### config.mk
export PLATFORM = sky130hd
export DESIGN_NAME = lsw_front
export DESIGN_NICKNAME = d
export VERILOG_FILES = /design/src/rtl/core/lsw_pkg.sv /design/src/rtl/core/lsw_front.sv
export SDC_FILE = /design/constraint.sdc
export NUM_CORES = 1
export LEC_CHECK = 0
export BUFFER_PORTS_ARGS = -buffer_cell sky130_fd_sc_hd__buf_2
export CAP_MARGIN = 20
export CORE_MARGIN = 2
export CORE_UTILIZATION = 47
export DETAILED_ROUTE_END_ITERATION = 6
export PLACE_DENSITY = 0.74
export SYNTH_ARGS = -nofsm -noshare
export SYNTH_HDL_FRONTEND = slang
export SYNTH_SLANG_ARGS = --single-unit
### constraint.sdc
create_clock -name clk_i -period 4 [get_ports clk_i]
set_clock_uncertainty 0.1 [all_clocks]
set_input_delay 0.8 -clock clk_i [delete_from_list [all_inputs] [get_ports clk_i]]
set_output_delay 0.8 -clock clk_i [all_outputs]
set_load 0.01 [all_outputs]
### src/rtl/core/lsw_pkg.sv
// Shared types and constants of the line-of-sight wall check.
// Holds the command word passed from the front to the back and the back's state type.
// Depends on nothing; every other file of the block imports it.
package lsw_pkg;

  localparam int unsigned CoordW = 16;
  localparam int unsigned IndexW = 6;
  localparam int unsigned CountW = 7;
  localparam int unsigned DiffW  = 17;
  localparam int unsigned ProdW  = 34;
  localparam int unsigned SumW   = 35;

  typedef enum logic {
    CMD_WRITE,
    CMD_QUERY
  } cmd_e;

  typedef enum logic [1:0] {
    BK_IDLE,
    BK_SCAN,
    BK_RESULT
  } bk_state_e;

  typedef struct packed {
    cmd_e                     op;
    logic [IndexW-1:0]        index;
    logic signed [CoordW-1:0] ax;
    logic signed [CoordW-1:0] ay;
    logic signed [CoordW-1:0] bx;
    logic signed [CoordW-1:0] by;
  } cmd_t;

  typedef struct packed {
    logic signed [CoordW-1:0] x0;
    logic signed [CoordW-1:0] y0;
    logic signed [CoordW-1:0] x1;
    logic signed [CoordW-1:0] y1;
  } wall_t;

endpackage

### src/rtl/core/lsw_front.sv
// Front of the line-of-sight wall check: accepts input words, classifies them
// and holds them in a two-entry queue for the back. Depends on lsw_pkg.
module lsw_front #(
  parameter int unsigned MAX_WALLS = 64
) (
  input  logic                          clk_i,
  input  logic                          rst_ni,
  input  logic                          in_valid_i,
  output logic                          in_ready_o,
  input  logic                          mode_i,
  input  logic [lsw_pkg::IndexW-1:0]    wall_index_i,
  input  logic signed [lsw_pkg::CoordW-1:0] point_a_x_i,
  input  logic signed [lsw_pkg::CoordW-1:0] point_a_y_i,
  input  logic signed [lsw_pkg::CoordW-1:0] point_b_x_i,
  input  logic signed [lsw_pkg::CoordW-1:0] point_b_y_i,
  output logic                          cmd_valid_o,
  input  logic                          cmd_ready_i,
  output lsw_pkg::cmd_t                 cmd_o
);
  import lsw_pkg::*;

  cmd_t       fifo_q [2];
  logic       wr_ptr_q;
  logic       rd_ptr_q;
  logic [1:0] cnt_q;
  logic       keep;
  logic       push;
  logic       pop;
  cmd_t       cmd_in;

  // A wall write beyond the table is dropped here and never reaches the back.
  assign keep = mode_i | (32'(wall_index_i) < MAX_WALLS);

  always_comb begin
    cmd_in.op    = mode_i ? CMD_QUERY : CMD_WRITE;
    cmd_in.index = wall_index_i;
    cmd_in.ax    = point_a_x_i;
    cmd_in.ay    = point_a_y_i;
    cmd_in.bx    = point_b_x_i;
    cmd_in.by    = point_b_y_i;
  end

  assign in_ready_o  = (cnt_q != 2'd2);
  assign cmd_valid_o = (cnt_q != 2'd0);
  assign cmd_o       = fifo_q[rd_ptr_q];
  assign push        = in_valid_i & in_ready_o & keep;
  assign pop         = cmd_valid_o & cmd_ready_i;

  always_ff @(posedge clk_i or negedge rst_ni) begin
    if (!rst_ni) begin
      wr_ptr_q <= 1'b0;
      rd_ptr_q <= 1'b0;
      cnt_q    <= 2'd0;
    end else begin
      if (push) begin
        wr_ptr_q <= ~wr_ptr_q;
      end
      if (pop) begin
        rd_ptr_q <= ~rd_ptr_q;
      end
      if (push && !pop) begin
        cnt_q <= cnt_q + 2'd1;
      end else if (pop && !push) begin
        cnt_q <= cnt_q - 2'd1;
      end
    end
  end

  always_ff @(posedge clk_i) begin
    if (push) begin
      fifo_q[wr_ptr_q] <= cmd_in;
    end
  end

endmodule

==> report_table.html, run 1 <==
<table>
<tr><th>Metric</th><th>Value</th></tr>
<tr><th colspan="2">Status</th></tr>
<tr><td>Outcome</td><td>finished, final reports clean</td></tr>
<tr><th colspan="2">Clocking</th></tr>
<tr><td>Hold buffer count at cts</td><td>0</td></tr>
<tr><td># H-tree levels</td><td>4</td></tr>
<tr><td>Clock tree from TritonCTS</td><td>built</td></tr>
<tr><td>Number of buffers added by the clock tree synthesis step</td><td>17</td></tr>
<tr><td>Clock-pin slew of the registers on the worst-case setup and hold paths</td><td>0.05 ns</td></tr>
<tr><td>Skew-Pair Late Insertion Delay</td><td>0.40 ns</td></tr>
<tr><td>Buffers inserted during post-CTS setup optimization</td><td>0</td></tr>
<tr><td>CTS resizes</td><td>0</td></tr>
<tr><td>Clk sink count</td><td>146</td></tr>
<tr><td>Clk buf depth</td><td>2</td></tr>
<tr><td>Master cell of the clock root buffer</td><td>clkbuf_16</td></tr>
<tr><th colspan="2">Logic synthesis</th></tr>
<tr><td>Number of warnings reported in the yosys synthesis log</td><td>0</td></tr>
<tr><td>Seq cells post-synth</td><td>146</td></tr>
<tr><td>Cell count after synthesis</td><td>239</td></tr>
<tr><td>Post-synthesis instance area</td><td>0.00567 sq mm</td></tr>
<tr><td>Sequential share of the synthesized area</td><td>77.0%</td></tr>
<tr><td>Mean post-synth cell area</td><td>23.7 sq um</td></tr>
<tr><td>Syn nets</td><td>315</td></tr>
<tr><td>Distinct cell type count of the synthesized netlist</td><td>15</td></tr>
<tr><th colspan="2">Setup path</th></tr>
<tr><td>Worst setup EP type</td><td>output port</td></tr>
<tr><td>Count of cells along the worst register-to-register path</td><td>2</td></tr>
<tr><td>Startpoint type of the worst setup path</td><td>flop</td></tr>
<tr><td>List of cells traversed by the critical path</td><td>buf_12, mux2_4, buf_2</td></tr>
<tr><td>Worst Path Arrival</td><td>2.18 ns</td></tr>
<tr><td>CP max-delay cell</td><td>dfrtp_4</td></tr>
<tr><td>FF-to-FF End</td><td>fifo_q[1][13]</td></tr>
<tr><td>Internal reg-to-reg setup slack</td><td>2.05 ns</td></tr>
<tr><td>Maximum fanout along the worst path</td><td>37</td></tr>
<tr><td>Sum of buffers and inverters on the critical path</td><td>2</td></tr>
<tr><td>Startpoint of the worst register-to-register path</td><td>cnt_q[0]</td></tr>
<tr><td>Critical path's top delay family</td><td>flip-flops</td></tr>
<tr><td>Type of the worst setup path</td><td>reg2out</td></tr>
<tr><td>Worst setup path startpoint</td><td>rd_ptr_q</td></tr>
<tr><td>Required time of the worst setup path</td><td>3.10 ns</td></tr>
<tr><td>Largest stage delay, worst path</td><td>0.86 ns</td></tr>
<tr><th colspan="2">Routing</th></tr>
<tr><td>Detailed-routing iteration count for the pre-antenna-repair pass</td><td>4</td></tr>
<tr><td>Routed WL</td><td>9.18 mm</td></tr>
<tr><td>Remaining design rule violation count</td><td>0</td></tr>
<tr><td>Via total after detailed routing</td><td>2672</td></tr>
<tr><td>Vias/cell</td><td>4.78</td></tr>
<tr><td>Routed len/inst</td><td>16.4 um</td></tr>
<tr><td>Count of nets left with antenna violations after detail routing</td><td>0</td></tr>
<tr><td>Number of DRC markers in iteration 0</td><td>140</td></tr>
<tr><th colspan="2">Pwr</th></tr>
<tr><td>Cell internal power dissipation</td><td>0.00383 W</td></tr>
<tr><td>Leakage power</td><td>2.84 nW</td></tr>
<tr><td>Switching power of the nets</td><td>0.00144 W</td></tr>
<tr><td>Combinational share of power</td><td>29.6%</td></tr>
<tr><td>Maximum VDD drop</td><td>0.384 mV</td></tr>
<tr><td>Register share of total power</td><td>43.5%</td></tr>
<tr><td>Clock Power Share</td><td>26.9%</td></tr>
<tr><td>Power density of the placed cells</td><td>751 mW/mm^2</td></tr>
<tr><td>Sw frac</td><td>27.3%</td></tr>
<tr><th colspan="2">Timing</th></tr>
<tr><td>Final setup fails</td><td>0</td></tr>
<tr><td>Setup tns final</td><td>0 ns</td></tr>
<tr><td>Clock period minus worst slack</td><td>3.08 ns</td></tr>
<tr><td>Pins Over Slew Limit</td><td>0</td></tr>
<tr><td>Max-slew headroom</td><td>33.5%</td></tr>
<tr><td>Setup repair after global routing missed its margin</td><td>no</td></tr>
<tr><td>Total count of hold-check failures in the final report</td><td>0</td></tr>
<tr><td>FMAX</td><td>325 MHz</td></tr>
<tr><td>Final Cycle Share</td><td>76.9%</td></tr>
<tr><td>Least-Margin Pin Slew</td><td>0.997 ns</td></tr>
<tr><th colspan="2">Run</th></tr>
<tr><td>Number of violations of the max-capacitance limit</td><td>0</td></tr>
<tr><th colspan="2">Global routing</th></tr>
<tr><td>Global-route wire length before repair</td><td>13.8 mm</td></tr>
<tr><td>Number of antenna violations at the first check in global routing</td><td>1</td></tr>
<tr><td>Global-route usage over all layers</td><td>14.5%</td></tr>
<tr><td>Overflow left after global routing</td><td>0</td></tr>
<tr><td>Vias in the first global route</td><td>2808</td></tr>
<tr><td>Largest net degree at the start of global routing</td><td>72</td></tr>
<tr><th colspan="2">Finish</th></tr>
<tr><td>Layout net count</td><td>476</td></tr>
<tr><td>Layout Area Growth over Synthesis</td><td>23.8%</td></tr>
<tr><td>Leading cell type in the layout, fill and taps excluded</td><td>buf_2</td></tr>
<tr><td>Multi-input combinational cell area</td><td>0.00116 sq mm</td></tr>
<tr><td>Cell area after layout</td><td>0.00702 sq mm</td></tr>
<tr><td>Number of filler cells placed in the layout</td><td>908</td></tr>
<tr><td>Proportion of layout cells with a drive suffix above 1</td><td>59.6%</td></tr>
<tr><td>Sequential cell area</td><td>0.00437 sq mm</td></tr>
<tr><td>Commonest cells after routing, fill and taps aside</td><td>buf_2, edfxtp_1, mux2_4, clkbuf_16, clkinv_1</td></tr>
<tr><th colspan="2">Die</th></tr>
<tr><td>Row count</td><td>40</td></tr>
<tr><td>Initial cell density of the core</td><td>47.6%</td></tr>
<tr><td>Placeable core region</td><td>0.0119 sq mm</td></tr>
<tr><td>Die outline area</td><td>0.0130 sq mm</td></tr>
<tr><td>Die extent in y</td><td>114 um</td></tr>
<tr><td>Chip Width</td><td>114 um</td></tr>
<tr><td>Boundary Pins</td><td>148</td></tr>
<tr><th colspan="2">Placement</th></tr>
<tr><td>Half-perimeter wire length of the detailed placement result</td><td>6.04 mm</td></tr>
<tr><td>Final GP Congestion</td><td>0.689</td></tr>
<tr><td>Area after detailed placement</td><td>0.00649 sq mm</td></tr>
<tr><td>Port-buffer cells</td><td>147</td></tr>
<tr><th colspan="2">Worst hold path</th></tr>
<tr><td>Path type of the worst min-delay path</td><td>in2async</td></tr>
</table>
sequential cells by signal (all words and copies together), names as in the netlist:
signal and flops:
cnt_q 2, fifo_q 142, wr_ptr_q 1, rd_ptr_q 1
cell type report:
class                   count  share of cell area (%)
diodes                      1                  0.0357
well taps                 147                    2.62
clock inverters            11                    1.37
flip-flops and latches    146                    62.2
inverters                   1                  0.0535
repair buffers            150                    11.0
multi-input cells          84                    16.5
clock buffers              19                    6.17
worst max path at each step:
stage,end,cells after the start
2_1_floorplan,fifo_q[0][0],2
3_3_place_gp,cmd_o[55],3
3_5_place_dp,cmd_o[68],3
4_1_cts,cmd_o[68],3
5_1_grt,cmd_o[31],3
6_report,cmd_o[0],3
power by group through the flow:
stage	sequential (W)	clock (W)	combinational, W
after floorplan	0.00221	0	0.00130
after global placement	0.00231	0	0.00158
after detailed placement	0.00233	0	0.00159
after CTS	0.00230	0.00145	0.00159
after global routing	0.00233	0.00152	0.00168
final	0.00229	0.00142	0.00156
logic make-up (layout without fill, tap and decap cells):
kind of cell | after synthesis | in the layout | synth area share [%]
buffers and inverters | 9 | 181 | 2.74
other | 0 | 1 | 0
muxes | 71 | 71 | 18.7
DFF | 146 | 146 | 77.0
and+or+nand+nor | 7 | 7 | 0.596
xor gates and xnor gates | 5 | 5 | 0.773
adders and majority gates | 1 | 1 | 0.221
synth_stat cells:
| library cell | instances | share of area [%] |
|---|---|---|
| mux2_2 | 2 | 0.40 |
| buf_12 | 7 | 2.5 |
| dfrtp_1 | 4 | 1.8 |
| xor2_1 | 2 | 0.31 |
| nor2_1 | 2 | 0.13 |
| inv_1 | 1 | 0.066 |
| xnor2_1 | 3 | 0.46 |
| nand2_1 | 2 | 0.13 |
| ha_1 | 1 | 0.22 |
| edfxtp_1 | 142 | 75 |
| buf_6 | 1 | 0.20 |
| mux2_4 | 69 | 18 |
| or2_1 | 1 | 0.11 |
| and3_1 | 1 | 0.11 |
| nand2b_1 | 1 | 0.11 |
metrics by stage:
step	hold slack [ns]	setup WS, ns	std cells	util [%]	power [W]
after floorplan	0.356	0.733	239	-	0.00352
after global placement	0.372	1.36	528	54.5	0.00389
after detailed placement	0.388	1.35	528	54.5	0.00392
after CTS	0.0743	0.900	558	58.9	0.00535
after global routing	0.0788	0.832	558	58.9	0.00553
final	0.0924	0.923	559	58.9	0.00527
per-layer routing:
metal / vias to the layer above / global-route usage, % / share of wire [%]
li1: 1265 / - / -
met1: 1303 / 16.8 / 40
met2: 91 / 24.4 / 52
met3: 13 / 4.94 / 6.2
met4: 0 / 7.15 / 1.7
met5: - / 0 / 0
No activity file was read; power rests on OpenSTA's default activity.
==> run 2: changes to the inputs <==
CORE_UTILIZATION = 52   (was 47)
PLACE_DENSITY = 0.78   (was 0.74)
clock period = 3.2 ns   (was 4 ns; I/O delays follow)
==> report_table.html, run 2 (synthesis results as in run 1) <==
<table>
<tr><th>Metric</th><th>Value</th></tr>
<tr><th colspan="2">Setup path</th></tr>
<tr><td>Required time of the worst setup path</td><td>2.46 ns</td></tr>
<tr><td>Startpoint type of the worst setup path</td><td>flop</td></tr>
<tr><td>Startpoint of the worst register-to-register path</td><td>cnt_q[0]</td></tr>
<tr><td>Maximum fanout along the worst path</td><td>28</td></tr>
<tr><td>Worst setup EP type</td><td>output port</td></tr>
<tr><td>Type of the worst setup path</td><td>reg2out</td></tr>
<tr><td>Internal reg-to-reg setup slack</td><td>1.40 ns</td></tr>
<tr><td>Worst setup path startpoint</td><td>rd_ptr_q</td></tr>
<tr><td>CP max-delay cell</td><td>dfrtp_4</td></tr>
<tr><td>Worst Path Arrival</td><td>2.08 ns</td></tr>
<tr><td>List of cells traversed by the critical path</td><td>buf_12, mux2_4, buf_2</td></tr>
<tr><td>Largest stage delay, worst path</td><td>0.78 ns</td></tr>
<tr><th colspan="2">Worst hold path</th></tr>
<tr><td>Hold Startpoint</td><td>point_a_x_i[9]</td></tr>
<tr><td>Path type of the worst min-delay path</td><td>in2reg</td></tr>
<tr><th colspan="2">Timing</th></tr>
<tr><td>Setup tns final</td><td>0 ns</td></tr>
<tr><td>Max-slew headroom</td><td>61.4%</td></tr>
<tr><td>Final Cycle Share</td><td>88.1%</td></tr>
<tr><td>Total count of hold-check failures in the final report</td><td>0</td></tr>
<tr><td>Pins Over Slew Limit</td><td>0</td></tr>
<tr><td>Clock period minus worst slack</td><td>2.82 ns</td></tr>
<tr><td>Final setup fails</td><td>0</td></tr>
<tr><td>Least-Margin Pin Slew</td><td>0.580 ns</td></tr>
<tr><td>Setup repair after global routing missed its margin</td><td>no</td></tr>
<tr><td>FMAX</td><td>355 MHz</td></tr>
<tr><th colspan="2">Clocking</th></tr>
<tr><td>Clk sink count</td><td>146</td></tr>
<tr><td>Clock tree from TritonCTS</td><td>built</td></tr>
<tr><td>Number of buffers added by the clock tree synthesis step</td><td>17</td></tr>
<tr><td>CTS resizes</td><td>0</td></tr>
<tr><td>Skew-Pair Late Insertion Delay</td><td>0.50 ns</td></tr>
<tr><td># H-tree levels</td><td>4</td></tr>
<tr><td>Clock-pin slew of the registers on the worst-case setup and hold paths</td><td>0.06 ns</td></tr>
<tr><td>Buffers inserted during post-CTS setup optimization</td><td>0</td></tr>
<tr><td>Clk buf depth</td><td>2</td></tr>
<tr><td>Master cell of the clock root buffer</td><td>clkbuf_8</td></tr>
<tr><th colspan="2">Placement</th></tr>
<tr><td>Port-buffer cells</td><td>147</td></tr>
<tr><td>Area after detailed placement</td><td>0.00652 sq mm</td></tr>
<tr><td>Final GP Congestion</td><td>0.755</td></tr>
<tr><td>Half-perimeter wire length of the detailed placement result</td><td>5.98 mm</td></tr>
<tr><th colspan="2">Finish</th></tr>
<tr><td>Leading registers by flop count</td><td>fifo_q: 142 flops, cnt_q: 2 flops</td></tr>
<tr><td>Layout Area Growth over Synthesis</td><td>26.1%</td></tr>
<tr><td>Cell area after layout</td><td>0.00715 sq mm</td></tr>
<tr><td>Number of inserted diodes</td><td>0</td></tr>
<tr><td>Layout net count</td><td>479</td></tr>
<tr><td>Register with the highest flop count</td><td>fifo_q</td></tr>
<tr><td>Commonest cells after routing, fill and taps aside</td><td>buf_2, edfxtp_1, mux2_4, clkbuf_16</td></tr>
<tr><td>Max FFs per register</td><td>142</td></tr>
<tr><td>Leading cell type in the layout, fill and taps excluded</td><td>buf_2</td></tr>
<tr><td>Proportion of layout cells with a drive suffix above 1</td><td>61.8%</td></tr>
<tr><th colspan="2">Global routing</th></tr>
<tr><td>Global-route wire length before repair</td><td>13.4 mm</td></tr>
<tr><td>Global-route usage over all layers</td><td>15.7%</td></tr>
<tr><td>Overflow left after global routing</td><td>0</td></tr>
<tr><td>Number of antenna violations at the first check in global routing</td><td>1</td></tr>
<tr><td>Largest net degree at the start of global routing</td><td>45</td></tr>
<tr><td>Vias in the first global route</td><td>2795</td></tr>
<tr><th colspan="2">Routing</th></tr>
<tr><td>Vias/cell</td><td>4.92</td></tr>
<tr><td>Number of DRC markers in iteration 0</td><td>106</td></tr>
<tr><td>Routed len/inst</td><td>16.1 um</td></tr>
<tr><td>Via total after detailed routing</td><td>2733</td></tr>
<tr><td>Count of nets left with antenna violations after detail routing</td><td>0</td></tr>
<tr><td>Remaining design rule violation count</td><td>0</td></tr>
<tr><td>Routed WL</td><td>8.96 mm</td></tr>
<tr><td>Detailed-routing iteration count for the pre-antenna-repair pass</td><td>4</td></tr>
<tr><th colspan="2">Status</th></tr>
<tr><td>Outcome</td><td>finished, final reports clean</td></tr>
<tr><th colspan="2">Die</th></tr>
<tr><td>Boundary Pins</td><td>148</td></tr>
<tr><td>Row count</td><td>38</td></tr>
<tr><td>Die outline area</td><td>0.0118 sq mm</td></tr>
<tr><td>Initial cell density of the core</td><td>52.7%</td></tr>
<tr><td>Placeable core region</td><td>0.0107 sq mm</td></tr>
<tr><td>Chip Width</td><td>108 um</td></tr>
<tr><td>Die extent in y</td><td>108 um</td></tr>
<tr><th colspan="2">Pwr</th></tr>
<tr><td>Maximum VDD drop</td><td>0.784 mV</td></tr>
<tr><td>Power density of the placed cells</td><td>961 mW/mm^2</td></tr>
<tr><td>Leakage power</td><td>2.91 nW</td></tr>
<tr><th colspan="2">Run</th></tr>
<tr><td>Number of violations of the max-capacitance limit</td><td>0</td></tr>
</table>
-- run 2: cell count changes in the layout (fill, tap and decap cells not counted) --
cell           previous run  this run
buf_12                    1         3
bufinv_16                 2         4
clkbuf_1                  2         0
clkbuf_16                17        16
clkbuf_8                  0         1
clkinv_1                  7         1
clkinv_4                  0         1
clkinvlp_4                0         2
diode_2                   1         0
dlygate4sd3_1             0         1
inv_6                     0         4
inv_8                     0         1
-- run 2: routing by layer --
layer	share of wire, %	track usage [%]	wire length [um]
met5	0.15	0	13
met4	3.3	9.52	299
met3	6.5	4.34	582
met2	50	25.5	4450
met1	40	18.5	3610
-- run 2: where the power goes --
part	total (W)	switching, W	leakage [nW]	internal [W]
clock network	0.00201	0.000737	0.299	0.00128
registers	0.00283	0.000215	1.36	0.00262
logic	0.00202	0.000932	1.24	0.00109
total	0.00687	0.00188	2.91	0.00498
-- run 2: cell type report --
class	instances	area, sq um
well taps	140	175
clock buffers	17	414
inverters	1	3.75
flip-flops and latches	146	4370
multi-input cells	84	1160
fillers	746	3600
repair buffers	153	821
clock inverters	15	204
-- run 2: worst max-delay path, delay by kind of cell (launching register included) --
family | cells | cell delay (ns)
muxes | 1 | 0.33
buffers and inverters | 2 | 0.44
DFF | 1 | 0.78
-- run 2: final timing paths --
| path | endpoint | depth (start not counted) |
|---|---|---|
| worst min register to register | cnt_q[1] | 1 |
| worst max register to register | fifo_q[1][20] | 3 |
| worst max-delay path | cmd_o[41] | 3 |
| max in group asynchronous | rd_ptr_q | 2 |
| min in group asynchronous | cnt_q[1] | 2 |
| worst min-delay path | fifo_q[0][57] | 1 |
-- run 2: timing repair --
| action | in CTS | in global routing |
|---|---|---|
| hold endpoints to repair | 4 | 0 |
| setup endpoints to repair | 0 | 0 |
| hold buffers | 1 | 0 |
-- run 2: through the flow --
step	power [W]	std cells	hold slack [ns]	utilization, %	setup slack [ns]
6_report	0.00687	556	0.218	66.5	0.381
5_1_grt	0.00720	556	0.184	66.5	0.290
4_1_cts	0.00696	556	0.189	66.5	0.350
3_5_place_dp	0.00493	523	0.352	60.7	0.910
3_3_place_gp	0.00488	523	0.350	60.7	0.906
2_1_floorplan	0.00439	239	0.244	-	0.0928
